`src/ihcc_pkg.sv`:
```
package ihcc_pkg;

    localparam int unsigned HDR_LEN      = 20;
    localparam logic [7:0]  VERLEN_OK    = 8'h45;

    localparam logic [7:0]  PROTO_ICMP   = 8'd1;
    localparam logic [7:0]  PROTO_TCP    = 8'd6;
    localparam logic [7:0]  PROTO_UDP    = 8'd17;

    localparam logic [2:0]  VERDICT_ACCEPT    = 3'd0;
    localparam logic [2:0]  VERDICT_BAD_VER   = 3'd1;
    localparam logic [2:0]  VERDICT_WRONG_DST = 3'd2;
    localparam logic [2:0]  VERDICT_BAD_CSUM  = 3'd3;
    localparam logic [2:0]  VERDICT_SHORT     = 3'd4;

    localparam logic [1:0]  CLASS_ICMP  = 2'd0;
    localparam logic [1:0]  CLASS_TCP   = 2'd1;
    localparam logic [1:0]  CLASS_UDP   = 2'd2;
    localparam logic [1:0]  CLASS_OTHER = 2'd3;

    // header byte positions
    localparam logic [4:0]  POS_VERLEN   = 5'd0;
    localparam logic [4:0]  POS_TLEN_HI  = 5'd2;
    localparam logic [4:0]  POS_TLEN_LO  = 5'd3;
    localparam logic [4:0]  POS_PROTO    = 5'd9;
    localparam logic [4:0]  POS_CSUM_HI  = 5'd10;
    localparam logic [4:0]  POS_CSUM_LO  = 5'd11;
    localparam logic [4:0]  POS_DST0     = 5'd16;
    localparam logic [4:0]  POS_LAST_HDR = 5'd19;
    localparam logic [4:0]  POS_DONE     = 5'd20;

    typedef struct packed {
        logic [7:0] data_byte;
        logic       last_byte;
    } in_item_t;

    typedef struct packed {
        logic [2:0]  verdict;
        logic [1:0]  protocol_class;
        logic [15:0] payload_length;
    } out_item_t;

    function automatic logic [1:0] class_of(input logic [7:0] proto);
        logic [1:0] c;
        case (proto)
            PROTO_ICMP: c = CLASS_ICMP;
            PROTO_TCP:  c = CLASS_TCP;
            PROTO_UDP:  c = CLASS_UDP;
            default:    c = CLASS_OTHER;
        endcase
        return c;
    endfunction

endpackage

```
`src/ihcc_in_stage.sv`:
```
module ihcc_in_stage
    import ihcc_pkg::*;
(
    input  logic     aclk,
    input  logic     aresetn,
    input  logic     s_valid,
    output logic     s_ready,
    input  in_item_t s_item,
    output logic     q_valid,
    input  logic     q_take,
    output in_item_t q_item
);

    logic     valid_reg;
    in_item_t item_reg;

    // refill in the same cycle the held byte is consumed
    assign s_ready = !valid_reg || q_take;
    assign q_valid = valid_reg;
    assign q_item  = item_reg;

    always_ff @(posedge aclk) begin
        if (!aresetn) begin
            valid_reg <= 1'b0;
        end else if (s_ready) begin
            valid_reg <= s_valid;
        end
        if (s_ready && s_valid) begin
            item_reg <= s_item;
        end
    end

endmodule

```
`src/ihcc_parser.sv`:
```
module ihcc_parser
    import ihcc_pkg::*;
(
    input  logic      aclk,
    input  logic      aresetn,
    input  logic      cfg_valid,
    input  logic [31:0] cfg_data,
    input  logic      step,
    input  in_item_t  item,
    output logic      res_valid,
    output out_item_t res_item
);

    logic [31:0] own_ip_reg;
    logic [4:0]  pos_reg,   pos_next;
    logic [19:0] sum_reg,   sum_next;
    logic [15:0] csum_reg,  csum_next;
    logic        ver_ok_reg, ver_ok_next;
    logic        addr_ok_reg, addr_ok_next;
    logic [7:0]  proto_reg, proto_next;
    logic [15:0] tlen_reg,  tlen_next;

    logic [7:0]  b;
    logic [7:0]  own_byte;
    logic [16:0] fold1;
    logic [16:0] fold2;
    logic [15:0] calc;
    logic [2:0]  verdict;
    logic [19:0] addend;

    assign b = item.data_byte;

    always_comb begin
        case (pos_reg[1:0])
            2'd0:    own_byte = own_ip_reg[31:24];
            2'd1:    own_byte = own_ip_reg[23:16];
            2'd2:    own_byte = own_ip_reg[15:8];
            default: own_byte = own_ip_reg[7:0];
        endcase
    end

    assign addend = pos_reg[0] ? {12'd0, b} : {4'd0, b, 8'd0};

    always_comb begin
        pos_next     = pos_reg;
        sum_next     = sum_reg;
        csum_next    = csum_reg;
        ver_ok_next  = ver_ok_reg;
        addr_ok_next = addr_ok_reg;
        proto_next   = proto_reg;
        tlen_next    = tlen_reg;
        res_valid    = 1'b0;
        res_item     = '0;

        if (pos_reg < POS_DONE) begin
            if (pos_reg == POS_VERLEN)  ver_ok_next = (b == VERLEN_OK);
            if (pos_reg == POS_TLEN_HI) tlen_next[15:8] = b;
            if (pos_reg == POS_TLEN_LO) tlen_next[7:0] = b;
            if (pos_reg == POS_PROTO)   proto_next = b;
            if (pos_reg == POS_CSUM_HI) begin
                csum_next[15:8] = b;
            end else if (pos_reg == POS_CSUM_LO) begin
                csum_next[7:0] = b;
            end else begin
                sum_next = sum_reg + addend;
            end
            if (pos_reg >= POS_DST0 && own_byte != b) addr_ok_next = 1'b0;
        end

        // end-around carry fold of the final sum
        fold1 = {1'b0, sum_next[15:0]} + {13'd0, sum_next[19:16]};
        fold2 = {1'b0, fold1[15:0]} + {16'd0, fold1[16]};
        calc  = ~fold2[15:0];

        if (!ver_ok_reg)           verdict = VERDICT_BAD_VER;
        else if (!addr_ok_next)    verdict = VERDICT_WRONG_DST;
        else if (calc != csum_reg) verdict = VERDICT_BAD_CSUM;
        else                       verdict = VERDICT_ACCEPT;

        if (pos_reg < POS_DONE) begin
            if (pos_reg == POS_LAST_HDR) begin
                res_valid        = 1'b1;
                res_item.verdict = verdict;
                if (verdict == VERDICT_ACCEPT) begin
                    res_item.protocol_class = class_of(proto_reg);
                    res_item.payload_length = (tlen_reg > 16'(HDR_LEN)) ?
                                              tlen_reg - 16'(HDR_LEN) : 16'd0;
                end
                pos_next = POS_DONE;
            end else if (item.last_byte) begin
                res_valid        = 1'b1;
                res_item.verdict = VERDICT_SHORT;
            end else begin
                pos_next = pos_reg + 5'd1;
            end
        end

        if (item.last_byte) begin
            pos_next     = '0;
            sum_next     = '0;
            csum_next    = '0;
            ver_ok_next  = 1'b0;
            addr_ok_next = 1'b1;
            proto_next   = '0;
            tlen_next    = '0;
        end

        if (!step) begin
            res_valid = 1'b0;
        end
    end

    always_ff @(posedge aclk) begin
        if (!aresetn) begin
            own_ip_reg  <= '0;
            pos_reg     <= '0;
            sum_reg     <= '0;
            csum_reg    <= '0;
            ver_ok_reg  <= 1'b0;
            addr_ok_reg <= 1'b1;
            proto_reg   <= '0;
            tlen_reg    <= '0;
        end else begin
            if (cfg_valid) begin
                own_ip_reg <= cfg_data;
            end
            if (step) begin
                pos_reg     <= pos_next;
                sum_reg     <= sum_next;
                csum_reg    <= csum_next;
                ver_ok_reg  <= ver_ok_next;
                addr_ok_reg <= addr_ok_next;
                proto_reg   <= proto_next;
                tlen_reg    <= tlen_next;
            end
        end
    end

endmodule

```
`src/ihcc_out_stage.sv`:
```
module ihcc_out_stage
    import ihcc_pkg::*;
(
    input  logic      aclk,
    input  logic      aresetn,
    input  logic      load,
    input  logic      d_valid,
    input  out_item_t d_item,
    output logic      free,
    output logic      m_valid,
    input  logic      m_ready,
    output out_item_t m_item
);

    logic      valid_reg;
    out_item_t item_reg;

    assign free    = !valid_reg || m_ready;
    assign m_valid = valid_reg;
    assign m_item  = item_reg;

    always_ff @(posedge aclk) begin
        if (!aresetn) begin
            valid_reg <= 1'b0;
        end else if (load) begin
            valid_reg <= d_valid;
        end else if (m_ready) begin
            valid_reg <= 1'b0;
        end
        if (load && d_valid) begin
            item_reg <= d_item;
        end
    end

endmodule

```
`src/ipv4_header_check_classify_core.sv`:
```
// Channel   Direction  Handshake                 Payload
// s_        in         s_valid / s_ready         s_item    (data_byte, last_byte)
// m_        out        m_valid / m_ready         m_item    (verdict, class, length)
// cfg_      in         cfg_valid / cfg_ready     cfg_data  (own IPv4 address)
//
// One byte per cycle unless a held result stalls; the byte sits in the input
// register after its transfer and the result register loads on the parse step,
// so a verdict for header byte 19 (or the short byte) follows on m_valid.
// Reset is synchronous on aresetn low: own address 0, parser at header byte 0.
// A held result stalls the parse stage; s_ready then drops once the input
// register is full. cfg_ready is always high.
module ipv4_header_check_classify_core
    import ihcc_pkg::*;
(
    input  logic        aclk,
    input  logic        aresetn,
    input  logic        s_valid,
    output logic        s_ready,
    input  in_item_t    s_item,
    output logic        m_valid,
    input  logic        m_ready,
    output out_item_t   m_item,
    input  logic        cfg_valid,
    output logic        cfg_ready,
    input  logic [31:0] cfg_data
);

    logic      q_valid;
    in_item_t  q_item;
    logic      step;
    logic      out_free;
    logic      res_valid;
    out_item_t res_item;

    assign cfg_ready = 1'b1;
    assign step      = q_valid && out_free;

    ihcc_in_stage u_in (
        .aclk    (aclk),
        .aresetn (aresetn),
        .s_valid (s_valid),
        .s_ready (s_ready),
        .s_item  (s_item),
        .q_valid (q_valid),
        .q_take  (step),
        .q_item  (q_item)
    );

    ihcc_parser u_parser (
        .aclk      (aclk),
        .aresetn   (aresetn),
        .cfg_valid (cfg_valid),
        .cfg_data  (cfg_data),
        .step      (step),
        .item      (q_item),
        .res_valid (res_valid),
        .res_item  (res_item)
    );

    ihcc_out_stage u_out (
        .aclk    (aclk),
        .aresetn (aresetn),
        .load    (step),
        .d_valid (res_valid),
        .d_item  (res_item),
        .free    (out_free),
        .m_valid (m_valid),
        .m_ready (m_ready),
        .m_item  (m_item)
    );

endmodule
```
`config.mk`:
```
export PLATFORM = sky130hd
export DESIGN_NAME = ipv4_header_check_classify_core
export DESIGN_NICKNAME = d
export VERILOG_FILES = /design/src/ihcc_pkg.sv /design/src/ihcc_in_stage.sv /design/src/ihcc_parser.sv /design/src/ihcc_out_stage.sv /design/src/ipv4_header_check_classify_core.sv
export SDC_FILE = /design/constraint.sdc
export NUM_CORES = 1
export LEC_CHECK = 0
export ABC_AREA = 1
export BUFFER_PORTS_ARGS = -buffer_cell sky130_fd_sc_hd__buf_2
export CORE_UTILIZATION = 55
export CTS_CLUSTER_DIAMETER = 100
export DETAILED_ROUTE_END_ITERATION = 6
export PLACE_DENSITY = 0.87
export RECOVER_POWER = 100
export REMOVE_ABC_BUFFERS = 1
export SKIP_CTS_REPAIR_TIMING = 1
export SYNTH_ARGS = -nofsm -noshare
export SYNTH_HDL_FRONTEND = slang
export SYNTH_SLANG_ARGS = --single-unit
```
`constraint.sdc`:
```
create_clock -name aclk -period 6.61 [get_ports aclk]
set_input_delay 0.3305 -clock aclk [delete_from_list [all_inputs] [get_ports aclk]]
set_output_delay 0.3305 -clock aclk [all_outputs]
set_load 0.1 [all_outputs]
```
==> flow_metrics.env <==
export IMPL_leakagePower_nw=4.402
export IMPL_wl_met2_um=10820
export IMPL_cp_required_ns=6.90
export IMPL_wl_met1_um=9375
export IMPL_synth_compound_area_share=0.1065
export IMPL_wl_met3_um=1883
export IMPL_clock_latency_ns=0.43
export IMPL_crit_fanout=12
export IMPL_status="finished, violations left"
export IMPL_yosys_top_cells_count="nand2_1, nor2_1, inv_1"
export IMPL_violations="DRC"
export IMPL_setup_viol=0
export IMPL_endpoint_kind="flip-flop"
export IMPL_ioPinCount=70
export IMPL_hpwl_um=15170
export IMPL_seq_area_frac_synth=0.3564
export IMPL_routed_via_density=5.661
export IMPL_ys_ff_latch=131
export IMPL_core_sq_mm=0.01453
export IMPL_vdd_drop_max_mv=0.2342
export IMPL_synth_edf_count=30
export IMPL_hold_viol_final=0
export IMPL_highest_layer="met4"
export IMPL_cp_start_kind="flip-flop"
export IMPL_yosysMostFrequentCell="nand2_1"
export IMPL_cts_root_buf="clkbuf_16"
export IMPL_grt_use_total=0.2904
export IMPL_drtIter0Drc=768
export IMPL_synth_top_cell_area_share=0.2466
export IMPL_p_per_area_mw_per_mm2=209.9
export IMPL_drc=9
export IMPL_syn_area_sq_mm=0.008200
export IMPL_layout_nets=1356
export IMPL_clock_path_buffers=2
export IMPL_cts_made_buffers=17
export IMPL_ant_nets=0
export IMPL_fin_area_sq_mm=0.009714
export IMPL_dp_slack_ns=-0.1403
export IMPL_cp_arrival_ns=6.80
export IMPL_routedWlPerCell_um=15.45
export IMPL_yosysTopAreaCell="dfxtp_1"
export IMPL_grt_setup_unrepaired="yes"
export IMPL_placementRows=44
export IMPL_max_slew_margin_rel=0.02213
export IMPL_cts_tree="done"
export IMPL_synth_xor_area_frac=0.03372
export IMPL_hold_class="primary input to flip-flop"
export IMPL_setup_tns_final_ns=0
export IMPL_port_buffers=68
export IMPL_synthFlopType="dfxtp_1"
export IMPL_grt_max_degree=61
export IMPL_cts_sinks=131
export IMPL_antenna_found_initial=0
export IMPL_syn_inst=1198
export IMPL_async_flop_share=0
export IMPL_yosys_area_share_adder=0.04760
export IMPL_largest_register_ffs=32
export IMPL_place_area_sq_mm=0.008662
export IMPL_die_w_um=124.1
export IMPL_finClkSkew_ns=0.01077
export IMPL_gp_congestion=0.9552
export IMPL_period_minus_slack_ns=6.519
export IMPL_fin_crit_sh=0.9862
export IMPL_cpPeakStageDelay_ns=0.40
export IMPL_fmax_mhz=153.4
export IMPL_crit_type="flip-flop to flip-flop"
export IMPL_fp_dieArea_sq_mm=0.01540
export IMPL_drt_total_wl_um=22820
export IMPL_avgSynthCellArea_sq_um=6.845
export IMPL_slowest_stage="fa_2"
export IMPL_synth_distinct_cells=56
export IMPL_vias=8362
export IMPL_initial_core_util=0.5642
export IMPL_clk_pin_slew_ns=0.06
export IMPL_die_h_um=124.1
export IMPL_synth_top_family_by_area="simple AND/OR/NAND/NOR gates"
export IMPL_yosys_area_share_simple=0.3703
export IMPL_synthToLayoutAreaGrowth_pct=18.46
export IMPL_grt_overflow=0
export IMPL_antenna_cells=0
export IMPL_grt_pass1_wl_um=34560
export IMPL_instances_no_fill=1477
export IMPL_fin_ws_ns=0.09130
export IMPL_synthTopCellsByArea="dfxtp_1, nand2_1, edfxtp_1, nor2_1, inv_1"
export IMPL_yosys_warnings=0
export IMPL_drive_above_1_share=0.1879
export IMPL_cts_htree_levels=4
export IMPL_first_pass_iters=7
export IMPL_slew_violations=0
export IMPL_grt_pass1_vias=7544
export IMPL_worst_slew_pin_slew_ns=1.467
export IMPL_synthMuxAreaShare=0
export IMPL_place_inst=1424
export IMPL_cap_violations=0
-- worst max-delay path: cells and delay by family, from the launching register on --
| kind | cells | cell delay, ns |
|---|---|---|
| compound gates | 3 | 0.49 |
| xor+xnor | 1 | 0.23 |
| fa+ha+maj | 4 | 1.23 |
| buf+inv | 8 | 1.14 |
| flops | 1 | 0.39 |
| simple gates | 26 | 2.86 |
-- final cells by class --
cell class,instances,area [sq um]
Timing Repair Buffer,97,570.5
Clock buffer,20,446.7
Sequential cell,131,2927
Tap cell,184,230.2
Fill cell,1179,4820
Inverter,140,528.0
Multi-Input combinational cell,893,4905
Clock inverter,12,107.6
-- layout by cell type (no fill, tap or decap), drive strengths merged, types with 2 or more instances in the layout --
master	instances
nand2	353
nor2	176
inv	140
dfxtp	101
a21oi	93
nand3	86
buf	72
o21ai	58
clkbuf	45
edfxtp	30
ha	28
xor2	24
nand4	14
nor3	11
nor4	7
or2	7
clkinv	7
nand3b	6
xnor2	5
clkinvlp	4
a31oi	3
nor3b	2
o2111ai	2
fa	2
and2	2
-- final timing paths --
| check | startpoint | to | slack (ns) | cells after the start |
|---|---|---|---|---|
| setup / recovery | u_parser.pos_reg[0] | u_out.m_item[8] | 0.09 | 42 |
| hold / removal | s_item[3] | u_in.q_item[3] | 0.08 | 1 |
| setup reg to reg | u_parser.pos_reg[0] | u_out.m_item[8] | 0.09 | 42 |
| hold reg to reg | u_parser.addr_ok_reg | u_parser.addr_ok_reg | 0.46 | 2 |
-- logic make-up (layout without fill, tap and decap cells) --
logic type,Yosys count,in the layout
fa+ha+maj,30,30
compound gates,165,165
other cells,1,1
simple gates,667,667
xor+xnor,30,30
flops,131,131
buf+inv,174,269
-- layer usage --
metal / GRT usage / vias up
met3: 0.06410 / 71
met5: 0 / -
met1: 0.3671 / 3814
met2: 0.4700 / 455
li1: - / 4022
met4: 0.1354 / 0
-- through the flow --
step,hold slack (ns),power [W],utilization
global route,0.06840,0.002102,0.6684
global placement,0.4386,0.001118,0.5960
finish,0.07910,0.002039,0.6684
floorplan,0.4288,0.001048,-
CTS,0.07605,0.002002,0.6341
detailed placement,0.4529,0.001122,0.5960
-- report_power, final --
group | switching, W | leakage, nW | internal (W)
registers | 0.0000174 | 1.13 | 0.000844
logic | 0.000195 | 3.01 | 0.0000864
clock network | 0.000370 | 0.262 | 0.000526
total | 0.000583 | 4.40 | 0.00146
Power figures use the tool's default switching activity.
